`config.mk`:
```
export PLATFORM = sky130hd
export DESIGN_NAME = iir3_ram
export DESIGN_NICKNAME = d
export VERILOG_FILES = /design/src/iir3_ram.sv
export SDC_FILE = /design/constraint.sdc
export NUM_CORES = 1
export LEC_CHECK = 0
export ABC_AREA = 0
export BUFFER_PORTS_ARGS = -buffer_cell sky130_fd_sc_hd__buf_2
export CORE_ASPECT_RATIO = 0.7
export CORE_MARGIN = 2
export CORE_UTILIZATION = 40
export DETAILED_ROUTE_END_ITERATION = 12
export SLEW_MARGIN = 30
export SYNTH_ARGS = -nofsm -noshare
export SYNTH_HDL_FRONTEND = slang
export SYNTH_SLANG_ARGS = --single-unit
export TNS_END_PERCENT = 10
```
`constraint.sdc`:
```
create_clock -name clk_i -period 9.25 [get_ports clk_i]
set_input_delay 1.85 -clock clk_i [delete_from_list [all_inputs] [get_ports clk_i]]
set_output_delay 1.85 -clock clk_i [all_outputs]
set_load 0.005 [all_outputs]
```
`src/iir3_ram.sv`:
```
// Generic single-write, single-read synchronous RAM with registered read data.
// No dependencies.
module iir3_ram #(
  parameter int WIDTH = 32,
  parameter int DEPTH = 8
) (
  input  logic                                    clk_i,
  input  logic                                    we_i,
  input  logic [((DEPTH > 1) ? $clog2(DEPTH) : 1)-1:0] waddr_i,
  input  logic [WIDTH-1:0]                        wdata_i,
  input  logic                                    re_i,
  input  logic [((DEPTH > 1) ? $clog2(DEPTH) : 1)-1:0] raddr_i,
  output logic [WIDTH-1:0]                        rdata_o
);

  logic [WIDTH-1:0] mem_q [DEPTH];
  logic [WIDTH-1:0] rdata_q;

  always_ff @(posedge clk_i) begin
    if (we_i) begin
      mem_q[waddr_i] <= wdata_i;
    end
    if (re_i) begin
      rdata_q <= mem_q[raddr_i];
    end
  end

  assign rdata_o = rdata_q;

endmodule

```
# [Yosys cells after proc, flatten, opt, wreduce, memory -nomap -nowiden]
# Memory sizes are Yosys's and may differ from the RTL's. A register that Yosys moved wholly into a read port is not among the register bits.
# Index checks and enable logic that the tools add are counted.
# Widths: inputs -> output; s select.
[totals] register_bits=0 ram_bits=256 inputBits=41 output_inout_bits=32 n_memories=1
[op_classes] muxes=2
[memory_table] name="mem_q" depth=8 width=32 rd=1 rd_clocked_by_memory_dff=1 wr=1 line="16" text="logic [WIDTH-1:0] mem_q [DEPTH];"
[ops] op="$mux 1" n=2

# [Longest topological paths before layout]
[logic_depth] word_depth=2 ltp_mapped=4 ltp_nobuf=2

# [Worst setup path before layout]
# No wires, ideal clock.
[synth_timing] kind="in2reg" start="input port waddr_i[2] in the netlist's numbering" end="memory mem_q[0][0], enable pin" setup_ns=0.461 arrival_time_ns=4.236 required_ns=8.789 setup_slack_ns=4.553 path_stages=2 path_buffers=0 cell_sequence="nand2b_1 nor3_1"
[synth_rtl] item="start, declared" line="9" text="input logic [((DEPTH > 1) ? $clog2(DEPTH) : 1)-1:0] waddr_i,"
[synth_rtl] item="end, declared" line="16"
# No word-level cell before the write port.

==> results.cfg <==
[layout]
drive_above_1_share_pct = 34.4
synthToLayoutAreaGrowth_pct = 15.2
n_fill_cell = 2201
stdcell_count = 884
multiInputGateArea_um2 = 2070
nNetsFinal = 548
antenna_cells = 0
ff_latch_area_um2 = 8650

[global_route]
antenna_found_initial = 2
grt_usage_pct = 14.4
grt_overflow = 0
grt_max_degree = 65
grt_pass1_vias = 4796
grt_pass1_wl_mm = 30.3

[synthesis]
synth_area_leaders = edfxtp_1 80%, mux4_1 9.7%, mux4_2 5.0%, mux2_2 3.3%, buf_6 0.73%
syn-num-nets = 456
ys_ff_latch = 288
netlist.area_leader.share_pct = 80.2
synth.most_common_cell = edfxtp_1
synth_common_cells = 288 x edfxtp_1, 40 x mux4_1, 32 x mux2_2
synth_area_per_cell_um2 = 26.0
mappedNetlistArea_um2 = 10800
synth_edf_count = 288
ys_warn_count = 0
ys_types = 12
synth_ff_type = edfxtp_1
ys_seq_area_share_pct = 80.2
async_flop_share_pct = 0
yosysTopAreaCell = edfxtp_1
synthCells = 415

[power]
p_leak_nw = 4.10
comb_power_share_pct = 4.9
p_switching_mw = 0.514
finalPower_mw = 2.67
peakVddDrop_mv = 0.128
power.internal_mw = 2.16
pwr-share-clk_pct = 38.9
switching_share_pct = 19.2
sequentialPowerShare_pct = 56.2
p_per_area_nw_per_um2 = 215

[sta]
rsz0062_at_grt = no
tightestPinTransition_ns = 0.892
post-route-min-period_ns = 3.63
tns_ns = 0
finalSetupViolations = 0
hold_violations = 0
skew_ns = 0.00673
timing.hold.ws_ns = 0.743
slew-limit-headroom_pct = 40.6
drv_slew = 0
fmax_mhz = 275
min_period_over_period_pct = 39.3
layout_setup_ws_ns = 5.62

[detailed_routing]
wl_mm = 20.2
vias = 4502
drc = 0
wl_per_cell_um = 22.9
vias_per_cell = 5.09
drt-pass1-iter-count = 4
drt.antenna.violating_nets = 0
drt_iter0_drc = 349

[clock_network]
postCtsSetupBuffers = 0
cts_hold_buf = 0
clockRootBuffer = clkbuf_16
path_clk_slew_ns = 0.07
h-tree-depth = 1
cts_num_sinks = 288
numCtsBuffers = 26
clock_path_buffers = 3
cts_resized = 0
cts_tree = built
insertion_delay_ns = 0.52

[die]
chipHeight_um = 141
fp-row-count = 50
start_util_pct = 40.5
die_x_um = 200
die-area_um2 = 28300
io_pins = 73
core_area_um2 = 26700

[setup_path]
r2r_cells = 2
crit_path_end_kind = flop
crit_required_ns = 9.52
crit_arrival_ns = 3.91
cp_max_fo = 41
criticalPathCategory = in2reg
cp-start-kind = input port

[place]
gpl.final_weighted_congestion = 0.730
place_inst = 843
post-place-ws_ns = 5.03
dp_hpwl_mm = 10.4
portBuffers = 72

[worst_hold_path]
hold_path_class = reg2reg
min_path_cells = 2

[run]
cap_violations = 0

[run_status]
status = completed
-- sequential cells by signal, indices dropped and copies added (netlist names) --
name and cells:
mem_q 256, rdata_o 32
-- layer usage --
| metal | track usage (%) | vias up | part of all wire [%] |
|---|---|---|---|
| met5 | 0 | - | 0.13 |
| met4 | 2.96 | 4 | 1.3 |
| met3 | 3.17 | 25 | 5.2 |
| met2 | 23.3 | 91 | 47 |
| met1 | 20.4 | 2389 | 46 |
| li1 | - | 1993 | - |
-- power by group through the flow --
stage	Clock (mW)	Sequential (mW)	Combinational [mW]
after CTS	1.07	1.50	0.135
after global routing	1.12	1.51	0.143
final	1.04	1.50	0.131
after detailed placement	0	1.53	0.134
after floorplan	0	1.53	0.0746
after global placement	0	1.53	0.130
-- cells by family (layout without fill, tap and decap cells) --
| logic type | count (synthesis) | count (layout) | share of synthesized area (%) |
|---|---|---|---|
| buffers and inverters | 18 | 123 | 1.18 |
| DFF | 288 | 288 | 80.2 |
| muxes | 96 | 96 | 18.1 |
| and+or+nand+nor | 13 | 13 | 0.545 |
-- per-stage QoR --
stage / instance area, um2 / util, %
floorplan: 10800 / -
global placement: 11600 / 43.6
detailed placement: 11600 / 43.6
CTS: 12400 / 46.6
global route: 12400 / 46.6
finish: 12400 / 46.6
-- layout make-up --
| class | instances | area share, % |
|---|---|---|
| clock buffers | 31 | 5.56 |
| clock inverters | 10 | 0.967 |
| multi-input cells | 109 | 16.6 |
| flip-flops and latches | 288 | 69.6 |
| well taps | 364 | 3.67 |
| repair buffers | 82 | 3.57 |
-- critical path: stages --
cell,delay (ns)
buf_4,0.37
buf_4,0.69
mux4_1,0.63
mux2_2,0.28
-- layout by cell type, fill, tap and decap left out --
cell         n
mux2_2      32
buf_2       69
clkinv_1     4
clkbuf_16   27
nor2_4       6
buf_4       13
nand2b_1     3
bufinv_16    3
nor3_2       2
mux4_1      40
clkinv_2     3
mux4_2      24
nand2_1      2
clkbuf_1     4
edfxtp_1   288
-- final timing paths --
path	startpoint	slack, ns	to
max	raddr_i[0]	5.62	rdata_o[14]
min	mem_q[0][0]	0.74	rdata_o[0]
max reg2reg	mem_q[0][2]	7.84	rdata_o[2]
min reg2reg	mem_q[0][0]	0.74	rdata_o[0]
No activity file was read; power rests on OpenSTA's default activity.
