`src/iir3_pkg.sv`:
```
// Shared types and constants for the third-order multichannel IIR low-pass filter.
// Used by the top level, iir3_mac and the testbench; depends on nothing.
package iir3_pkg;

  localparam int SAMPLE_W = 32;
  localparam int COEF_W   = 32;
  localparam int CH_W     = 3;
  localparam int TAPS     = 3;
  localparam int NUM_REGS = 7;
  localparam int REG_IDX_W = 3;
  localparam int STEP_W   = 3;
  localparam int PROD_W   = SAMPLE_W + COEF_W;
  localparam int ACC_W    = PROD_W + 4;

  localparam logic [REG_IDX_W-1:0] REG_B0 = 3'd0;
  localparam logic [REG_IDX_W-1:0] REG_B1 = 3'd1;
  localparam logic [REG_IDX_W-1:0] REG_B2 = 3'd2;
  localparam logic [REG_IDX_W-1:0] REG_B3 = 3'd3;
  localparam logic [REG_IDX_W-1:0] REG_A1 = 3'd4;
  localparam logic [REG_IDX_W-1:0] REG_A2 = 3'd5;
  localparam logic [REG_IDX_W-1:0] REG_A3 = 3'd6;

  localparam logic [STEP_W-1:0] STEP_LAST = 3'd7;

  typedef struct packed {
    logic [CH_W-1:0]            channel;
    logic signed [SAMPLE_W-1:0] sample;
  } in_item_t;

  typedef struct packed {
    logic [CH_W-1:0]            out_channel;
    logic signed [SAMPLE_W-1:0] filtered;
  } out_item_t;

  // x1, x2, x3, y1, y2, y3 of one channel
  typedef logic [2*TAPS-1:0][SAMPLE_W-1:0] hist_row_t;

  typedef struct packed {
    logic clear;
    logic mul_en;
    logic acc_en;
    logic sub;
  } mac_ctrl_t;

  typedef enum logic [1:0] {
    S_IDLE,
    S_LOAD,
    S_MAC,
    S_DONE
  } state_e;

endpackage

```
`src/iir3_mac.sv`:
```
// Shared multiply-accumulate unit: one registered 32x32 product per cycle while multiplication
// is enabled, exact accumulator, round to nearest and saturation. Depends on iir3_pkg.
module iir3_mac #(
  parameter int COEF_FRAC_BITS = 28
) (
  input  logic                                clk_i,
  input  iir3_pkg::mac_ctrl_t                 ctrl_i,
  input  logic signed [iir3_pkg::COEF_W-1:0]   coef_i,
  input  logic signed [iir3_pkg::SAMPLE_W-1:0] opnd_i,
  output logic signed [iir3_pkg::SAMPLE_W-1:0] result_o
);

  localparam int AW = iir3_pkg::ACC_W;
  localparam int SW = iir3_pkg::SAMPLE_W;

  logic signed [iir3_pkg::PROD_W-1:0] prod_q;
  logic signed [AW-1:0]               acc_q;
  logic signed [AW-1:0]               prod_ext;
  logic signed [AW-1:0]               rnd;
  logic signed [AW-1:0]               shr;
  logic                               fits;

  assign prod_ext = AW'(prod_q);

  always_ff @(posedge clk_i) begin
    if (ctrl_i.mul_en) begin
      prod_q <= coef_i * opnd_i;
    end
    if (ctrl_i.clear) begin
      acc_q <= '0;
    end else if (ctrl_i.acc_en) begin
      acc_q <= ctrl_i.sub ? (acc_q - prod_ext) : (acc_q + prod_ext);
    end
  end

  // ties go toward plus infinity
  always_comb begin
    rnd  = acc_q + (AW'(1) <<< (COEF_FRAC_BITS - 1));
    shr  = rnd >>> COEF_FRAC_BITS;
    fits = (&shr[AW-1:SW-1]) | ~(|shr[AW-1:SW-1]);
    if (fits) begin
      result_o = shr[SW-1:0];
    end else if (shr[AW-1]) begin
      result_o = {1'b1, {(SW-1){1'b0}}};
    end else begin
      result_o = {1'b0, {(SW-1){1'b1}}};
    end
  end

endmodule

```
`config.mk`:
```
export PLATFORM = sky130hd
export DESIGN_NAME = iir3_mac
export DESIGN_NICKNAME = d
export VERILOG_FILES = /design/src/iir3_pkg.sv /design/src/iir3_mac.sv
export SDC_FILE = /design/constraint.sdc
export NUM_CORES = 2
export LEC_CHECK = 0
export BUFFER_PORTS_ARGS = -buffer_cell sky130_fd_sc_hd__buf_2
export CAP_MARGIN = 0
export CORE_MARGIN = 4
export CORE_UTILIZATION = 50
export DETAILED_ROUTE_END_ITERATION = 12
export HOLD_SLACK_MARGIN = 0.12
export PLACE_DENSITY = 0.76
export REMOVE_ABC_BUFFERS = 1
export SLEW_MARGIN = 10
export SYNTH_ARGS = -nofsm -noshare
export SYNTH_HDL_FRONTEND = slang
export SYNTH_SLANG_ARGS = --single-unit
```
`constraint.sdc`:
```
create_clock -name clk_i -period 18.7 [get_ports clk_i]
set_input_delay 1.87 -clock clk_i [delete_from_list [all_inputs] [get_ports clk_i]]
set_output_delay 1.87 -clock clk_i [all_outputs]
set_load 0.1 [all_outputs]
```
# ---- Yosys cells after proc, flatten, opt, wreduce, memory -nomap -nowiden
# Index checks and enable logic that the tools add are counted.
dict set report word_totals {
  register_bits 132
  out_inout_bits 32
  word_cells 13
}
dict set report classes {
  add_sub_neg 3
  mul 1
  mux 3
  bitwise_logic 2
  n_reduce_logical 2
}
# operator n
set ops {}
lappend ops {{$add 68x29->68 const B} 1}
lappend ops {{$add 68x64->68} 1}
lappend ops {{$mux 68} 1}
lappend ops {{$sub 68x64->68} 1}
lappend ops {{$mul 32x32->64} 1}
lappend ops {{$mux 32} 2}
lappend ops {{$reduce_and 9->1} 1}
lappend ops {{$reduce_or 9->1} 1}
lappend ops {{$not 1->1} 1}
lappend ops {{$or 1x1->1} 1}

# ---- Depth between registers and ports, before layout
dict set report logic_depth {
  word_depth 5
  depth_mapped 30
  depth_no_buf 28
}

# ---- Worst setup path after synthesis
# Ideal clock, no wire load.
dict set report synth_path {
  path_type {input -> register}
  startpoint {input opnd_i[3] in the netlist's numbering}
  endpoint {register prod_q[63] in the netlist's numbering, data pin}
  setup_ps 260
  arrival_time_ps 9094
  required_time_ps 18440
  path_slack_ps 9346
  cell_stages 27
  path_buffers 2
  path_cell_list {clkbuf_1 nand2_1 fa_1 fa_1 inv_1 fa_1 inv_1 fa_1 inv_1 fa_1 inv_1 fa_1 fa_1 fa_1 inv_1 ha_1 clkbuf_1 nand2_1 o21a_1 a21boi_0 o211ai_1 and2_1 o41ai_2 a21oi_1 o2111ai_1 a21oi_1 xnor2_1}
}
dict set report synth_via {
  elab_chain_len 1
}
# item line_no
set synth_lines {}
lappend synth_lines {{start, declared} iir3_mac.sv:9} ;# input logic signed [iir3_pkg::SAMPLE_W-1:0] opnd_i,
lappend synth_lines {{$mul 32x32->64} iir3_mac.sv:27} ;# prod_q <= coef_i * opnd_i;
lappend synth_lines {{end signal, assigned} iir3_mac.sv:27}
lappend synth_lines {{end, declared} iir3_mac.sv:16} ;# logic signed [iir3_pkg::PROD_W-1:0] prod_q;
# Every way passes these cells.
# A chain may end at the register's enable or synchronous reset.

# ---- Worst setup path in the final report
dict set report layout_path {
  startpoint {input coef_i[31] in the netlist's numbering}
  endpoint {register prod_q[63] in the netlist's numbering, data pin}
}
dict set report layout_via {
  elab_chain_len 1
}
# item line_no
set layout_lines {}
lappend layout_lines {{start, declared} iir3_mac.sv:8} ;# input logic signed [iir3_pkg::COEF_W-1:0] coef_i,
lappend layout_lines {{$mul 32x32->64} iir3_mac.sv:27}
# Every way passes these cells.

==> flow_summary.yaml <==
worst_setup_path:
  critical_path.startpoint_type: "input port"
  worstSetupEndpointType: "flip-flop"
  crit_fanout: 32
  ws_path_type: "input port to flip-flop"
  timing.critical_path.required_ns: 18.88
  worst_ep_arrival_time_ns: 10.21
run_status:
  result_of_the_run: "complete, no violations"
die:
  die_y_um: 314.3
  std_cell_rows: 112
  die_width_um: 314.3
  ios: 101
  floorplan.initialDensity_pct: 50.34
  core_area_um2: 93190
  die_area_um2: 98780
logic_synthesis:
  synth_top_cells_by_count: "fa_1, inv_1, nand2_1, and2_1, ha_1"
  yosys_reg_bits: 132
  netlist.area_leader.share_pct: 46.22
  cell_with_the_most_instances_after_synthesis: "fa_1"
  ys_top_cells_by_area: "fa_1, inv_1, ha_1"
  synth-warning-count: 0
  synth_seq_area_share_pct: 6.999
  post_synth_num_cell_types: 89
  share_of_flip_flops_with_an_asynchronous_set_or_reset_after_synthesis_pct: 0
  postSynth.topFlopCell: "dfxtp_1"
  postSynthCellCount: 5189
  synthDominantAreaCellType: "fa_1"
  postSynthAreaPerCell_um2: 9.040
  number_of_enable_type_register_cells_in_the_synthesized_netlist: 64
  syn_area_um2: 46910
clocking:
  buffers_from_clock_root_to_sink_at_most: 2
  cts_post_setup_buffers_inserted: 0
  clock_latency_ns: 0.44
  clock_sinks: 132
  cts.hold.buffers_added: 0
  clkSlewWorstSetupHoldPaths_ns: 0.06
  tritoncts: "built"
  ctsResizeCount: 0
  cts-root-buf: "clkbuf_16"
  cts_htree_levels: 4
  tritoncts_buffers: 17
timing:
  period_share_pct: 53.66
  report.final.hold_viol_count: 0
  setup_repair_after_global_routing_missed_its_margin: "no"
  report.final.slew_viol_count: 0
  worst_slew_margin_rel_pct: 29.19
  report.final.setup_viol: 0
  max_freq_mhz: 99.65
  finalSetupTns_ns: 0
  finalClockSkew_ns: 0.01132
  minimum_period_implied_by_the_final_worst_setup_slack_ns: 10.04
  worstMarginPinSlew_ns: 1.061
routing:
  totalWireLength_um: 118000
  first_pass_iters: 5
  route.detailed.wl_per_inst_um: 18.68
  vias_post_dr: 34590
  avgViaCountPerCell: 5.474
  drcViolationCount: 0
  detail-route-antenna-nets: 0
  initialDrtViolationCount: 2333
place:
  routabilityCongestion: 0.9229
  portbufs: 100
  post_dp_hpwl_um: 95230
grt:
  initial_antenna_violation_count: 1
  grt_use_met3_pct: 5.444
  grt_pass1_vias: 37540
  grt_most_used_layer: "met2"
  global_route.usage.met1_pct: 33.21
  grt_first_pass_wirelength_um: 195500
  grt_util_met2_pct: 41.19
  grt.overflow.total: 0
  pin_count_of_the_biggest_net_entering_global_routing: 65
  grt_util_all_layers_pct: 24.62
flow_run:
  maxCapViolCount: 0
layout:
  post_route_cells_drive_above_1_share_pct: 3.712
  syn_to_final_growth_pct: 3.745
  num-nets-final: 6458
worst_hold_path:
  hold_path.class: "flip-flop to flip-flop"
final timing paths:
path	cells after the start	slack [ns]	endpoint	from
max reg2reg	20	12.47	acc_q[67]	prod_q[5]
min reg2reg	2	0.48	acc_q[0]	acc_q[0]
min	2	0.48	acc_q[0]	acc_q[0]
max	26	8.66	prod_q[63]	coef_i[31]
layer usage:
metal,wire [µm],up-vias,part of all wire (%)
li1,-,15450,-
met1,50050,17650,42
met2,55830,1284,47
met3,9927,210,8.4
met4,2225,0,1.9
met5,0,-,0
worst max-delay path: stages:
cell,delay [ns]
buf_2,0.57
nand2_1,0.21
fa_1,0.58
fa_1,0.58
inv_1,0.07
fa_1,1.00
inv_1,0.21
fa_1,0.58
inv_1,0.05
fa_1,0.49
inv_1,0.05
fa_1,0.55
fa_1,0.43
fa_1,0.49
inv_1,0.04
ha_1,0.42
nand2_1,0.11
o21a_1,0.22
a21boi_0,0.19
o211ai_1,0.10
and2_1,0.21
o41ai_2,0.42
a21oi_1,0.24
o2111ai_1,0.27
a21oi_1,0.11
xnor2_1,0.12
logic make-up after synthesis:
family / count (synthesis) / synth area share [%]
multiplexers: 31 / 0.6642
AO/OA/AOI/OAI: 566 / 7.869
adder cells (fa/ha/maj): 1336 / 52.97
buffers and inverters: 1341 / 10.82
AND/OR/NAND/NOR: 1555 / 16.42
flip-flops: 132 / 6.999
XOR/XNOR: 228 / 4.257
registers in the layout, indices dropped and copies added (netlist names):
| name | flops |
|---|---|
| acc_q | 68 |
| prod_q | 64 |
layout make-up:
cell class	count	area (µm²)
diodes	1	2.502
clock buffers	18	429.2
inverters	1068	4009
repair buffers	118	635.6
multi-input cells	3716	38550
fillers	8334	44530
clock inverters	13	185.2
flip-flops and latches	132	3283
well taps	1254	1569
per-stage QoR:
stage / area (µm²) / std cells / utilization [%] / hold slack [ns] / setup slack (ns)
finish: 48660 / 6320 / 52.22 / 0.4838 / 8.665
global route: 48660 / 6319 / 52.22 / 0.5069 / 8.209
CTS: 48660 / 6319 / 52.22 / 0.4852 / 8.657
detailed placement: 48050 / 6288 / 51.56 / 0.4764 / 8.207
global placement: 48050 / 6288 / 51.56 / 0.4664 / 8.306
floorplan: 45840 / 4916 / - / 0.4543 / 9.788
cells in the final DEF, fill, tap and decap left out, drive strengths merged, types with 18 or more instances in the layout:
cell	Yosys	routed
a211oi	22	22
a21o	76	76
a21oi	172	172
a31oi	34	34
and2	502	502
and3	21	21
buf	26	118
clkbuf	247	18
dfxtp	68	68
edfxtp	64	64
fa	1083	1083
ha	253	253
inv	1068	1068
mux2i	30	30
nand2	639	639
nand2b	21	21
nand3	40	40
nand4	39	39
nor2	183	183
nor3	47	47
nor4	22	22
o21ai	121	121
o21bai	28	28
xnor2	152	152
xor2	76	76
Power is not shown: default switching activity piles up to over one toggle a cycle in this logic, so the estimate is an artifact.
